`src/hw/rtl/oplp_pkg.sv`:
```
// oplp_pkg: shared types and constants for the register dump player
// no dependencies; used by the interfaces and the top level
package oplp_pkg;

  localparam int MAP_ENTRIES_DEF   = 128;
  localparam int POSITION_BITS_DEF = 24;

  localparam int CFG_INDEX_W = 3;
  localparam int CFG_DATA_W  = 24;
  localparam int LENGTH_W    = 24;
  localparam int OUT_POS_W   = 24;
  localparam int DELAY_W     = 25;
  localparam int MS_UNITS_W  = 17;

  localparam logic [MS_UNITS_W-1:0] UNITS_PER_MS   = 17'd441;
  localparam logic [DELAY_W-1:0]    UNITS_PER_TICK = 25'd10;
  localparam logic [15:0]           MIN_VERSION    = 16'd2;

  typedef enum logic [1:0] {
    OP_TICK      = 2'd0,
    OP_MAP_WRITE = 2'd1,
    OP_START     = 2'd2,
    OP_STOP      = 2'd3
  } op_t;

  typedef enum logic [1:0] {
    ST_OK      = 2'd0,
    ST_VERSION = 2'd1,
    ST_FORMAT  = 2'd2
  } status_t;

  typedef enum logic [CFG_INDEX_W-1:0] {
    CFG_VERSION_MAJOR    = 3'd0,
    CFG_FORMAT_CODE      = 3'd1,
    CFG_COMPRESSION_CODE = 3'd2,
    CFG_SHORT_DELAY_CODE = 3'd3,
    CFG_LONG_DELAY_CODE  = 3'd4,
    CFG_LENGTH_PAIRS     = 3'd5,
    CFG_LOOP_COUNT       = 3'd6
  } cfg_index_t;

endpackage

```
`src/hw/rtl/oplp_if.sv`:
```
// oplp_if: valid/ready channel interfaces for input, result and configuration transactions
// depends on oplp_pkg
interface oplp_in_if;
  logic            valid;
  logic            ready;
  oplp_pkg::op_t   operation;
  logic [7:0]      pair_reg;
  logic [7:0]      pair_val;
  logic [6:0]      map_index;
  logic [7:0]      map_entry;
  logic            from_beginning;

  modport source (output valid, operation, pair_reg, pair_val, map_index, map_entry,
                  from_beginning, input ready);
  modport sink (input valid, operation, pair_reg, pair_val, map_index, map_entry,
                from_beginning, output ready);
endinterface

interface oplp_out_if;
  logic                             valid;
  logic                             ready;
  logic                             write_valid;
  logic [8:0]                       write_address;
  logic [7:0]                       write_data;
  logic                             pair_taken;
  logic [oplp_pkg::OUT_POS_W-1:0]   next_position;
  logic                             playing;
  oplp_pkg::status_t                start_status;

  modport source (output valid, write_valid, write_address, write_data, pair_taken,
                  next_position, playing, start_status, input ready);
  modport sink (input valid, write_valid, write_address, write_data, pair_taken,
                next_position, playing, start_status, output ready);
endinterface

interface oplp_cfg_if;
  logic                              valid;
  logic                              ready;
  logic [oplp_pkg::CFG_INDEX_W-1:0]  index;
  logic [oplp_pkg::CFG_DATA_W-1:0]   data;

  modport source (output valid, index, data, input ready);
  modport sink (input valid, index, data, output ready);
endinterface

```
`src/hw/rtl/oplp_ram.sv`:
```
// oplp_ram: generic single write port ram with one registered read port
// no dependencies
module oplp_ram #(
  parameter int WIDTH = 8,
  parameter int DEPTH = 128,
  localparam int AW   = (DEPTH > 1) ? $clog2(DEPTH) : 1
) (
  input  logic             clk,
  input  logic             we,
  input  logic [AW-1:0]    waddr,
  input  logic [WIDTH-1:0] wdata,
  input  logic             re,
  input  logic [AW-1:0]    raddr,
  output logic [WIDTH-1:0] rdata
);

  logic [WIDTH-1:0] mem [DEPTH];
  logic [WIDTH-1:0] rdata_r;

  always_ff @(posedge clk) begin
    if (we) begin
      mem[waddr] <= wdata;
    end
    if (re) begin
      rdata_r <= mem[raddr];
    end
  end

  assign rdata = rdata_r;

endmodule

```
`src/hw/rtl/opl_register_dump_player.sv`:
```
// opl_register_dump_player: register dump playback with delay counting and code map lookup
// depends on oplp_pkg, oplp_if and oplp_ram
// pipeline: input stage with map read, then result register
// throughput: one transaction per cycle, limited only by the result side taking results
// reset: synchronous active low; clears playback state and loads register defaults,
// code map contents stay undefined until written, no clearing pass
module opl_register_dump_player #(
  parameter int MAP_ENTRIES   = oplp_pkg::MAP_ENTRIES_DEF,
  parameter int POSITION_BITS = oplp_pkg::POSITION_BITS_DEF
) (
  input logic       clk,
  input logic       rst_n,
  oplp_in_if.sink   in_ch,
  oplp_out_if.source out_ch,
  oplp_cfg_if.sink  cfg_ch
);

  localparam int MAP_AW = (MAP_ENTRIES > 1) ? $clog2(MAP_ENTRIES) : 1;
  localparam int CMP_W  = (POSITION_BITS > oplp_pkg::LENGTH_W) ? POSITION_BITS
                                                               : oplp_pkg::LENGTH_W;
  localparam logic [7:0] MAP_LIMIT = 8'(MAP_ENTRIES);

  // configuration registers
  logic [15:0]                   version_r;
  logic [7:0]                    format_r;
  logic [7:0]                    compression_r;
  logic [7:0]                    short_code_r;
  logic [7:0]                    long_code_r;
  logic [oplp_pkg::LENGTH_W-1:0] length_r;
  logic signed [7:0]             loop_count_r;

  // playback state
  logic                         enabled_r, enabled_nxt;
  logic [oplp_pkg::DELAY_W-1:0] delay_r, delay_nxt;
  logic [POSITION_BITS-1:0]     pos_r, pos_nxt;
  logic [7:0]                   loops_r, loops_nxt;

  // input stage
  logic          s1_valid_r;
  oplp_pkg::op_t s1_op_r;
  logic [7:0]    s1_reg_r;
  logic [7:0]    s1_val_r;
  logic          s1_fromb_r;
  logic          s1_hit_r;

  // result stage
  logic              out_valid_r;
  logic              wv_r, wv_nxt;
  logic [8:0]        wa_r, wa_nxt;
  logic [7:0]        wd_r, wd_nxt;
  logic              taken_r, taken_nxt;
  oplp_pkg::status_t status_r, status_nxt;

  logic       accept;
  logic       s1_fire;
  logic       map_we;
  logic [7:0] map_rdata;
  logic [7:0] ent;

  assign s1_fire      = s1_valid_r && (!out_valid_r || out_ch.ready);
  assign in_ch.ready  = !s1_valid_r || s1_fire;
  assign accept       = in_ch.valid && in_ch.ready;
  assign cfg_ch.ready = 1'b1;

  assign map_we = accept && (in_ch.operation == oplp_pkg::OP_MAP_WRITE)
                  && ({1'b0, in_ch.map_index} < MAP_LIMIT);

  oplp_ram #(
    .WIDTH (8),
    .DEPTH (MAP_ENTRIES)
  ) u_code_map (
    .clk   (clk),
    .we    (map_we),
    .waddr (in_ch.map_index[MAP_AW-1:0]),
    .wdata (in_ch.map_entry),
    .re    (accept),
    .raddr (in_ch.pair_reg[MAP_AW-1:0]),
    .rdata (map_rdata)
  );

  always_ff @(posedge clk) begin
    if (!rst_n) begin
      version_r     <= 16'd2;
      format_r      <= 8'd0;
      compression_r <= 8'd0;
      short_code_r  <= 8'd0;
      long_code_r   <= 8'd1;
      length_r      <= '0;
      loop_count_r  <= 8'sd1;
    end else if (cfg_ch.valid && cfg_ch.ready) begin
      case (cfg_ch.index)
        oplp_pkg::CFG_VERSION_MAJOR:    version_r     <= cfg_ch.data[15:0];
        oplp_pkg::CFG_FORMAT_CODE:      format_r      <= cfg_ch.data[7:0];
        oplp_pkg::CFG_COMPRESSION_CODE: compression_r <= cfg_ch.data[7:0];
        oplp_pkg::CFG_SHORT_DELAY_CODE: short_code_r  <= cfg_ch.data[7:0];
        oplp_pkg::CFG_LONG_DELAY_CODE:  long_code_r   <= cfg_ch.data[7:0];
        oplp_pkg::CFG_LENGTH_PAIRS:     length_r      <= cfg_ch.data[oplp_pkg::LENGTH_W-1:0];
        oplp_pkg::CFG_LOOP_COUNT:       loop_count_r  <= signed'(cfg_ch.data[7:0]);
        default: ;
      endcase
    end
  end

  always_ff @(posedge clk) begin
    if (!rst_n) begin
      s1_valid_r  <= 1'b0;
      out_valid_r <= 1'b0;
      enabled_r   <= 1'b0;
      delay_r     <= '0;
      pos_r       <= '0;
      loops_r     <= '0;
    end else begin
      if (accept) begin
        s1_valid_r <= 1'b1;
      end else if (s1_fire) begin
        s1_valid_r <= 1'b0;
      end
      if (s1_fire) begin
        out_valid_r <= 1'b1;
        enabled_r   <= enabled_nxt;
        delay_r     <= delay_nxt;
        pos_r       <= pos_nxt;
        loops_r     <= loops_nxt;
      end else if (out_ch.ready) begin
        out_valid_r <= 1'b0;
      end
    end
  end

  always_ff @(posedge clk) begin
    if (accept) begin
      s1_op_r    <= in_ch.operation;
      s1_reg_r   <= in_ch.pair_reg;
      s1_val_r   <= in_ch.pair_val;
      s1_fromb_r <= in_ch.from_beginning;
      s1_hit_r   <= ({1'b0, in_ch.pair_reg[6:0]} < MAP_LIMIT);
    end
    if (s1_fire) begin
      wv_r     <= wv_nxt;
      wa_r     <= wa_nxt;
      wd_r     <= wd_nxt;
      taken_r  <= taken_nxt;
      status_r <= status_nxt;
    end
  end

  assign ent = s1_hit_r ? map_rdata : 8'd0;

  always_comb begin
    logic [8:0]                      ms;
    logic [oplp_pkg::MS_UNITS_W-1:0] units;
    logic [POSITION_BITS-1:0]        pos_inc;
    logic [7:0]                      loops_dec;
    logic                            pass_end;

    ms        = {1'b0, s1_val_r} + 9'd1;
    units     = oplp_pkg::MS_UNITS_W'({8'd0, ms} * oplp_pkg::UNITS_PER_MS);
    pos_inc   = pos_r + POSITION_BITS'(1);
    loops_dec = loops_r - 8'd1;
    pass_end  = CMP_W'(pos_inc) >= CMP_W'(length_r);

    enabled_nxt = enabled_r;
    delay_nxt   = delay_r;
    pos_nxt     = pos_r;
    loops_nxt   = loops_r;
    wv_nxt      = 1'b0;
    wa_nxt      = '0;
    wd_nxt      = '0;
    taken_nxt   = 1'b0;
    status_nxt  = oplp_pkg::ST_OK;

    case (s1_op_r)
      oplp_pkg::OP_MAP_WRITE: ;
      oplp_pkg::OP_START: begin
        if (version_r < oplp_pkg::MIN_VERSION) begin
          status_nxt = oplp_pkg::ST_VERSION;
        end else if (format_r != 8'd0 || compression_r != 8'd0) begin
          status_nxt = oplp_pkg::ST_FORMAT;
        end
        enabled_nxt = (status_nxt == oplp_pkg::ST_OK);
        delay_nxt   = '0;
        loops_nxt   = unsigned'(loop_count_r);
        if (s1_fromb_r) begin
          pos_nxt = '0;
        end
      end
      oplp_pkg::OP_STOP: begin
        enabled_nxt = 1'b0;
      end
      oplp_pkg::OP_TICK: begin
        if (enabled_r) begin
          if (delay_r != '0) begin
            delay_nxt = (delay_r > oplp_pkg::UNITS_PER_TICK)
                        ? delay_r - oplp_pkg::UNITS_PER_TICK : '0;
          end else begin
            taken_nxt = 1'b1;
            if (s1_reg_r == short_code_r) begin
              delay_nxt = oplp_pkg::DELAY_W'(units);
            end else if (s1_reg_r == long_code_r) begin
              delay_nxt = {units, 8'd0};
            end else begin
              wv_nxt = 1'b1;
              wa_nxt = {s1_reg_r[7], ent};
              wd_nxt = s1_val_r;
            end
            pos_nxt = pos_inc;
            if (pass_end) begin
              pos_nxt   = '0;
              loops_nxt = loops_dec;
              if (loops_dec == 8'd0) begin
                enabled_nxt = 1'b0;
              end else if (loops_dec[7]) begin
                loops_nxt = 8'hff;
              end
            end
          end
        end
      end
      default: ;
    endcase
  end

  assign out_ch.valid         = out_valid_r;
  assign out_ch.write_valid   = wv_r;
  assign out_ch.write_address = wa_r;
  assign out_ch.write_data    = wd_r;
  assign out_ch.pair_taken    = taken_r;
  assign out_ch.next_position = oplp_pkg::OUT_POS_W'(pos_r);
  assign out_ch.playing       = enabled_r;
  assign out_ch.start_status  = status_r;

  a_write_needs_pair: assert property (@(posedge clk) disable iff (!rst_n)
    out_valid_r && wv_r |-> taken_r)
    else $error("chip write without a consumed pair");

  a_idle_write_zero: assert property (@(posedge clk) disable iff (!rst_n)
    out_valid_r && !wv_r |-> (wa_r == 9'd0) && (wd_r == 8'd0))
    else $error("write fields not cleared without a write");

  a_refused_start_stops: assert property (@(posedge clk) disable iff (!rst_n)
    out_valid_r && (status_r != oplp_pkg::ST_OK) |-> !enabled_r)
    else $error("playback enabled after a refused start");

  a_stall_cause: assert property (@(posedge clk) disable iff (!rst_n)
    !in_ch.ready |-> s1_valid_r && out_valid_r && !out_ch.ready)
    else $error("input held off without a full pipeline");

  a_stall_holds_state: assert property (@(posedge clk) disable iff (!rst_n)
    !s1_fire |=> $stable(pos_r) && $stable(delay_r) && $stable(loops_r))
    else $error("playback state moved without a transaction");

endmodule
```
`src/flat_wrapper.sv`:
```
// flat-port wrapper written by rule: the top's interface ports become plain ports
module opl_register_dump_player_flat 
#(
  parameter int MAP_ENTRIES   = oplp_pkg::MAP_ENTRIES_DEF,
  parameter int POSITION_BITS = oplp_pkg::POSITION_BITS_DEF
)
  (clk, rst_n, in_ch_valid, in_ch_operation, in_ch_pair_reg, in_ch_pair_val, in_ch_map_index, in_ch_map_entry, in_ch_from_beginning, in_ch_ready, out_ch_valid, out_ch_write_valid, out_ch_write_address, out_ch_write_data, out_ch_pair_taken, out_ch_next_position, out_ch_playing, out_ch_start_status, out_ch_ready, cfg_ch_valid, cfg_ch_index, cfg_ch_data, cfg_ch_ready);
  oplp_in_if in_ch_i ();
  oplp_out_if out_ch_i ();
  oplp_cfg_if cfg_ch_i ();
  input logic clk;
  input logic rst_n;
  input wire logic [$bits(in_ch_i.valid)-1:0] in_ch_valid;
  input wire logic [$bits(in_ch_i.operation)-1:0] in_ch_operation;
  input wire logic [$bits(in_ch_i.pair_reg)-1:0] in_ch_pair_reg;
  input wire logic [$bits(in_ch_i.pair_val)-1:0] in_ch_pair_val;
  input wire logic [$bits(in_ch_i.map_index)-1:0] in_ch_map_index;
  input wire logic [$bits(in_ch_i.map_entry)-1:0] in_ch_map_entry;
  input wire logic [$bits(in_ch_i.from_beginning)-1:0] in_ch_from_beginning;
  output wire logic [$bits(in_ch_i.ready)-1:0] in_ch_ready;
  output wire logic [$bits(out_ch_i.valid)-1:0] out_ch_valid;
  output wire logic [$bits(out_ch_i.write_valid)-1:0] out_ch_write_valid;
  output wire logic [$bits(out_ch_i.write_address)-1:0] out_ch_write_address;
  output wire logic [$bits(out_ch_i.write_data)-1:0] out_ch_write_data;
  output wire logic [$bits(out_ch_i.pair_taken)-1:0] out_ch_pair_taken;
  output wire logic [$bits(out_ch_i.next_position)-1:0] out_ch_next_position;
  output wire logic [$bits(out_ch_i.playing)-1:0] out_ch_playing;
  output wire logic [$bits(out_ch_i.start_status)-1:0] out_ch_start_status;
  input wire logic [$bits(out_ch_i.ready)-1:0] out_ch_ready;
  input wire logic [$bits(cfg_ch_i.valid)-1:0] cfg_ch_valid;
  input wire logic [$bits(cfg_ch_i.index)-1:0] cfg_ch_index;
  input wire logic [$bits(cfg_ch_i.data)-1:0] cfg_ch_data;
  output wire logic [$bits(cfg_ch_i.ready)-1:0] cfg_ch_ready;
  assign in_ch_i.valid = in_ch_valid;
  assign in_ch_i.operation = in_ch_operation;
  assign in_ch_i.pair_reg = in_ch_pair_reg;
  assign in_ch_i.pair_val = in_ch_pair_val;
  assign in_ch_i.map_index = in_ch_map_index;
  assign in_ch_i.map_entry = in_ch_map_entry;
  assign in_ch_i.from_beginning = in_ch_from_beginning;
  assign in_ch_ready = in_ch_i.ready;
  assign out_ch_valid = out_ch_i.valid;
  assign out_ch_write_valid = out_ch_i.write_valid;
  assign out_ch_write_address = out_ch_i.write_address;
  assign out_ch_write_data = out_ch_i.write_data;
  assign out_ch_pair_taken = out_ch_i.pair_taken;
  assign out_ch_next_position = out_ch_i.next_position;
  assign out_ch_playing = out_ch_i.playing;
  assign out_ch_start_status = out_ch_i.start_status;
  assign out_ch_i.ready = out_ch_ready;
  assign cfg_ch_i.valid = cfg_ch_valid;
  assign cfg_ch_i.index = cfg_ch_index;
  assign cfg_ch_i.data = cfg_ch_data;
  assign cfg_ch_ready = cfg_ch_i.ready;
  opl_register_dump_player #(.MAP_ENTRIES(MAP_ENTRIES), .POSITION_BITS(POSITION_BITS)) u_core (.clk(clk), .rst_n(rst_n), .in_ch(in_ch_i), .out_ch(out_ch_i), .cfg_ch(cfg_ch_i));
endmodule
```
`config.mk`:
```
export PLATFORM = sky130hd
export DESIGN_NAME = opl_register_dump_player_flat
export DESIGN_NICKNAME = d
export VERILOG_FILES = /design/src/hw/rtl/oplp_pkg.sv /design/src/hw/rtl/oplp_if.sv /design/src/hw/rtl/oplp_ram.sv /design/src/hw/rtl/opl_register_dump_player.sv /design/src/flat_wrapper.sv
export SDC_FILE = /design/constraint.sdc
export NUM_CORES = 1
export LEC_CHECK = 0
export ABC_AREA = 1
export BUFFER_PORTS_ARGS = -buffer_cell sky130_fd_sc_hd__clkbuf_2
export CAP_MARGIN = 25
export CORE_ASPECT_RATIO = 1.2
export CORE_MARGIN = 2
export CORE_UTILIZATION = 50
export DETAILED_ROUTE_END_ITERATION = 8
export PLACE_DENSITY = 0.66
export SLEW_MARGIN = 25
export SYNTH_ARGS = -nofsm -noshare
export SYNTH_HDL_FRONTEND = slang
export SYNTH_SLANG_ARGS = --single-unit
```
`constraint.sdc`:
```
create_clock -name clk -period 5.4 [get_ports clk]
set_clock_uncertainty 0.15 [all_clocks]
set_input_delay 0.27 -clock clk [delete_from_list [all_inputs] [get_ports clk]]
set_output_delay 0.27 -clock clk [all_outputs]
set_load 0.01 [all_outputs]
```
# Yosys cells after proc, flatten, opt, wreduce, memory -nomap -nowiden

Memory sizes are Yosys's and may differ from the RTL's. A register that Yosys moved wholly into a read port is not among the register bits.
Index checks and enable logic that the tools add are counted.

Register bits: 180
Bits in latches: 0
Memory bits (writable): 1024
ROM bits: 0
Output and inout bits: 49
Logic and storage cells: 116
Memories: 1

Memories:

| memory                | depth | bits a word | rd ports | clocked after memory_dff | write ports | RTL line       | source |
|---|---|---|---|---|---|---|---|
| u_core.u_code_map.mem | 128   | 8           | 1        | 1                        | 1           | oplp_ram.sv:17 | `logic [WIDTH-1:0] mem [DEPTH];` |

Add/subtract/negate cells: 4
Multipliers: 1
Divide/modulo/power cells: 0
Order comparisons: 3
Equality and inequality tests: 16
Shifts and indexed selects: 0
Multiplexer cells: 33
Bitwise gates (word level): 2
Reduce and logical (&&, ||, !) cells: 33

Operators by type and width:

| kind                  | count |
|---|---|
| $mux 25               | 5 |
| $mux 24               | 4 |
| $pmux 25 s2           | 1 |
| $pmux 24 s2           | 1 |
| $mux 8                | 5 |
| $gt 25x4->1 const B   | 1 |
| $reduce_bool 25->1    | 1 |
| $sub 25x4->25 const B | 1 |
| $add 24x1->24 const B | 1 |
| $ge 24x24->1          | 1 |
| $reduce_and 2->1      | 9 |
| $mul 9x9->17 const B  | 1 |
| $eq 8x8->1            | 2 |
| $lt 16x2->1 const B   | 1 |
| $pmux 8 s2            | 1 |
| $reduce_bool 8->1     | 2 |
| $mux 1                | 12 |
| $reduce_and 5->1      | 2 |
| $add 8x1->9 const B   | 1 |
| $eq 3x3->1 const B    | 3 |
| $logic_not 8->1       | 1 |
| $sub 8x1->8 const B   | 1 |
| $eq 3x2->1 const B    | 2 |
| $mux 2                | 3 |
| other kinds (18)      | 30 |

# Logic depth before layout (Yosys ltp)

Depth after elaboration: 8
Depth in mapped cells: 28

# By module

A second synthesis with hierarchy kept.

Cells, all modules: 5145
Area total of the unflattened synthesis: 53266.1 µm²

By module, submodules not included:

| module                   | instances | cells each | area an instance (µm²) | sequential area each (µm²) |
|---|---|---|---|---|
| oplp_ram                 | 1         | 3575       | 42184.2                | 30989.7 |
| opl_register_dump_player | 1         | 1570       | 11081.9                | 3983.8 |

# Worst setup path after synthesis

OpenSTA, ideal clock, no wires.

Path type: register to register
Start: register u_core.s1_val_r[0]
End: register u_core.delay_r[16] (netlist bit)
Library setup time: 0.070 ns
Arrival: 4.423 ns
Required time: 5.180 ns
Path slack: 0.757 ns
Stages on the path, launching flop included: 24
Path buffers: 0
Period minus slack after synthesis: 4.643 ns
Path through: edfxtp_1 ha_1 nand2_1 nor2_1 nand3_1 nor3_1 inv_1 fa_1 fa_1 inv_1 fa_1 ha_1 ha_1 nand2_1 inv_1 a21oi_1 nand2_1 nand2_1 nand2_1 nand2_1 nand3_1 nand2_1 nand2_1 a21oi_1

Word-level cells in the longest chain between the ends: 7

Ends and longest elaborated chain:

| element                | RTL line                        | source |
|---|---|---|
| start, declared        | opl_register_dump_player.sv:42  | `logic [7:0] s1_val_r;` |
| start signal, assigned | opl_register_dump_player.sv:134 | `s1_val_r <= in_ch.pair_val;` |
| $add 8x1->9 (*)        | opl_register_dump_player.sv:156 | `ms = {1'b0, s1_val_r} + 9'd1;` |
| $mul 9x9->17 (*)       | opl_register_dump_player.sv:157 | `units = oplp_pkg::MS_UNITS_W'({8'd0, ms} * oplp_pkg::UNITS_PER_MS);` |
| $mux 25                | opl_register_dump_player.sv:199 | `end else if (s1_reg_r == long_code_r) begin` |
| $mux 25 (*)            | opl_register_dump_player.sv:197 | `if (s1_reg_r == short_code_r) begin` |
| $mux 25 (*)            | opl_register_dump_player.sv:192 | `if (delay_r != '0) begin` |
| $mux 25 (*)            | opl_register_dump_player.sv:191 | `if (enabled_r) begin` |
| $pmux 25 s2 (*)        | opl_register_dump_player.sv:172 | `case (s1_op_r)` |
| end signal, assigned   | opl_register_dump_player.sv:121 | `delay_r <= delay_nxt;` |
| end, declared          | opl_register_dump_player.sv:34  | `logic [oplp_pkg::DELAY_W-1:0] delay_r, delay_nxt;` |

Mark *: on every way between the ends. The rest lies on a longest branch, timed or not. The select of a mux whose other input is x is not followed.
A chain may end at the register's enable or synchronous reset.

# Worst setup path in the final report

Start: register u_core.s1_val_r[1]
End: register u_core.delay_r[14] (netlist bit)

Same word-level chain as after synthesis.

==> impl_metrics.py <==
metrics = {
    "run": {
        "cap_violations": 0,
    },
    "place": {
        "place_area_mm2": 0.0543,
        "gp_congestion": 0.904,
        "io_buffers": 113,
        "dp_slack_ns": 0.197,
        "dp_hpwl_um": 77700,
        "dp.cells": 6319,
    },
    "finish": {
        "regArea_mm2": 0.0350,
        "layout_commonest_cell": "nand2_1",
        "multi_input_area_mm2": 0.0155,
        "nets": 5256,
        "synthToLayoutAreaGrowth_pct": 11.2,
        "final_cells": 6589,
        "layout_common_cells": "1394 x nand2_1, 1072 x edfxtp_1, 975 x nand3_1, 318 x nor2_1, 262 x inv_1",
        "fill_cells": 8882,
        "stdcell_area_mm2": 0.0586,
        "layout-drive-gt1-share_pct": 7.15,
        "final_util_pct": 56.0,
    },
    "synth": {
        "ys_top_cells_by_area": "edfxtp_1 61%, nand2_1 9.9%, nand3_1 9.3%",
        "ys_seq_area_share_pct": 66.4,
        "synth-edff-count": 1072,
        "syn_nets": 5203,
        "synth_top_area_share_pct": 61.1,
        "syn-cell-area_mm2": 0.0527,
        "yosys.area.top_type": "edfxtp_1",
        "avgSynthCellArea_um2": 10.4,
        "yosys_warnings": 0,
        "synthArstFlopShare_pct": 0,
        "synthFlopType": "edfxtp_1",
        "synthCells": 5048,
        "synthDistinctLibCells": 40,
        "ys_ff_latch": 1211,
    },
    "hold_path": {
        "min_path_type": "in2reg",
    },
    "timing": {
        "holdWs_ns": 0.0154,
        "setup_viol": 0,
        "max_slew.worst_pin.slew_ns": 1.09,
        "rsz0062_at_grt": "false",
        "timing.setup.tns_ns": 0,
        "timing.final.ws_setup_ns": 0.438,
        "final_hold_viol_count": 0,
        "min_period_over_period_pct": 91.9,
        "fin_crit_ns": 4.96,
        "max_freq_mhz": 202,
        "slew-limit-headroom_pct": 27.7,
        "drv_slew": 0,
    },
    "grt": {
        "overflow": 0,
        "grt_pass1_wl_um": 204000,
        "grt_pass1_vias": 34687,
        "antenna_found_initial": 3,
        "grt_max_degree": 213,
        "grtUsageTotal_pct": 24.7,
    },
    "drt": {
        "drt_iter0_drc": 4122,
        "ant_nets": 0,
        "drc": 0,
        "drt-total-wl_um": 135000,
        "via_count": 36698,
        "wl_per_cell_um": 20.5,
        "dr.pass1.iters": 5,
        "avgViaCountPerCell": 5.57,
    },
    "cts": {
        "path_clk_slew_ns": 0.07,
        "post_cts_buffers": 0,
        "clock-root-buffer": "clkbuf_16",
        "cts_htree_levels": 3,
        "worstSkewPairLatency_ns": 0.73,
        "cts_buffers": 115,
        "clock_sinks": 1211,
        "cts_buffer_depth": 3,
        "tritoncts": "yes",
    },
    "power_and_ir_drop": {
        "power.total_mw": 20.6,
        "leakagePower_nw": 21.8,
        "ir_worst_vdd_mv": 0.262,
        "p_per_area_mw_per_mm2": 351,
    },
    "floorplan": {
        "die_w_um": 300,
        "die_h_um": 360,
        "core_area_mm2": 0.105,
        "start_util_pct": 50.4,
        "die_area_mm2": 0.108,
        "top_level_ports": 115,
        "rows": 130,
    },
    "critical_path": {
        "critPathRequiredTime_ns": 5.84,
        "start_kind": "register",
        "worstPathArrival_ns": 5.40,
        "endpoint_kind": "register",
        "path_class": "reg2reg",
        "crit_path_max_fanout": 6,
    },
    "status": {
        "status": "finished clean",
    },
}
-- report_power, final --
part	switching, mW	internal, mW	leakage (nW)	total (mW)
sequential	0.0323	10.2	10.8	10.3
combinational	1.62	0.725	9.20	2.35
clock	3.49	4.44	1.79	7.93
-- layout make-up --
type / instances / area share [%]
Inverter: 279 / 1.81
Clock inverter: 80 / 1.15
Tap cell: 1386 / 2.96
Timing Repair Buffer: 207 / 2.67
Multi-Input combinational cell: 3287 / 26.5
Clock buffer: 137 / 5.13
Sequential cell: 1211 / 59.7
Antenna cell: 2 / 0.00855
-- registers in the layout, summed over array words and instances, names as in the netlist, 9 cells and up --
register / cells
u_core.delay_r: 25
u_core.out_ch.next_position: 24
u_core.u_code_map.mem: 1024
u_core.version_r: 15
u_core.out_ch.write_address: 9
u_core.length_r: 24
-- metal layers --
metal	wire length, um	GRT usage, %	vias to the layer above	part of all wire (%)
li1	-	-	17476	-
met1	53700	32.1	17524	40
met2	66800	41.8	1410	49
met3	10000	3.83	286	7.4
met4	4640	9.03	2	3.4
met5	7	0	-	0.0052
-- cell usage after synthesis (2+ instances only) --
master / instances
nand3_1: 977
o211ai_1: 3
inv_2: 11
o22ai_1: 9
nor2_2: 6
buf_2: 67
ha_1: 72
nor2_1: 319
edfxtp_1: 1072
nand3b_1: 2
o21ai_0: 163
xor2_1: 47
a21oi_1: 190
a31oi_1: 2
fa_1: 17
o21ai_1: 3
clkbuf_1: 168
o21bai_1: 5
and2_1: 2
buf_1: 26
dfxtp_1: 139
nand4_1: 21
buf_4: 6
nor4_1: 4
o21a_1: 3
nor2_4: 4
nand2_1: 1394
clkinv_1: 3
xnor2_1: 14
or2_2: 4
inv_1: 265
nand2_2: 5
nor3_1: 15
buf_6: 4
-- worst max-delay path, cell delays in order (launching register included) --
cell and delay [ns]:
edfxtp_1 0.45, nand2_1 0.12, nor2_2 0.21, nand3_2 0.17
xor2_2 0.28, ha_1 0.30, nand2_1 0.09, nand2_1 0.08
fa_1 0.54, inv_1 0.05, fa_1 0.47, inv_1 0.05
fa_1 0.48, inv_1 0.04, ha_1 0.34, nand2_1 0.11
nor2_1 0.11, nand2_1 0.05, nand3_1 0.10, nand2_1 0.08
nand2_1 0.06, nand2_1 0.04, nand2_1 0.14, nand2_1 0.07
nand2_1 0.08, nor2_1 0.04, nor2_1 0.08, nor2_1 0.04
-- repair_timing --
item                                    4_1_cts  5_1_grt
hold buffers                                 51        0
resized for setup                             0        7
endpoints found under the hold margin       185        0
endpoints found under the setup margin        0       14
-- worst paths after layout --
check	start	end	slack, ns	cells past startpoint
setup reg to reg	u_core.s1_val_r[1]$_DFFE_PP_	u_core.delay_r[14]$_SDFFE_PN0P_	0.44	27
hold / removal	in_ch_map_entry[7]	u_core.u_code_map.mem[47][7]$_DFFE_PP_	0.02	1
setup / recovery	u_core.s1_val_r[1]$_DFFE_PP_	u_core.delay_r[14]$_SDFFE_PN0P_	0.44	27
hold reg to reg	u_core.loop_count_r[3]$_SDFFE_PN0P_	u_core.loop_count_r[3]$_SDFFE_PN0P_	0.30	2
-- logic make-up (layout without fill, tap and decap cells) --
logic type	after synthesis	in the layout	synth area share (%)
flops	1211	1211	66.4
compound gates	380	380	3.71
buf+inv	550	703	4.18
xor+xnor	61	61	1.01
fa+ha+maj	89	89	2.36
other cells	1	3	0.00712
simple gates	2756	2756	22.3
(Power assumes the default switching activity.)
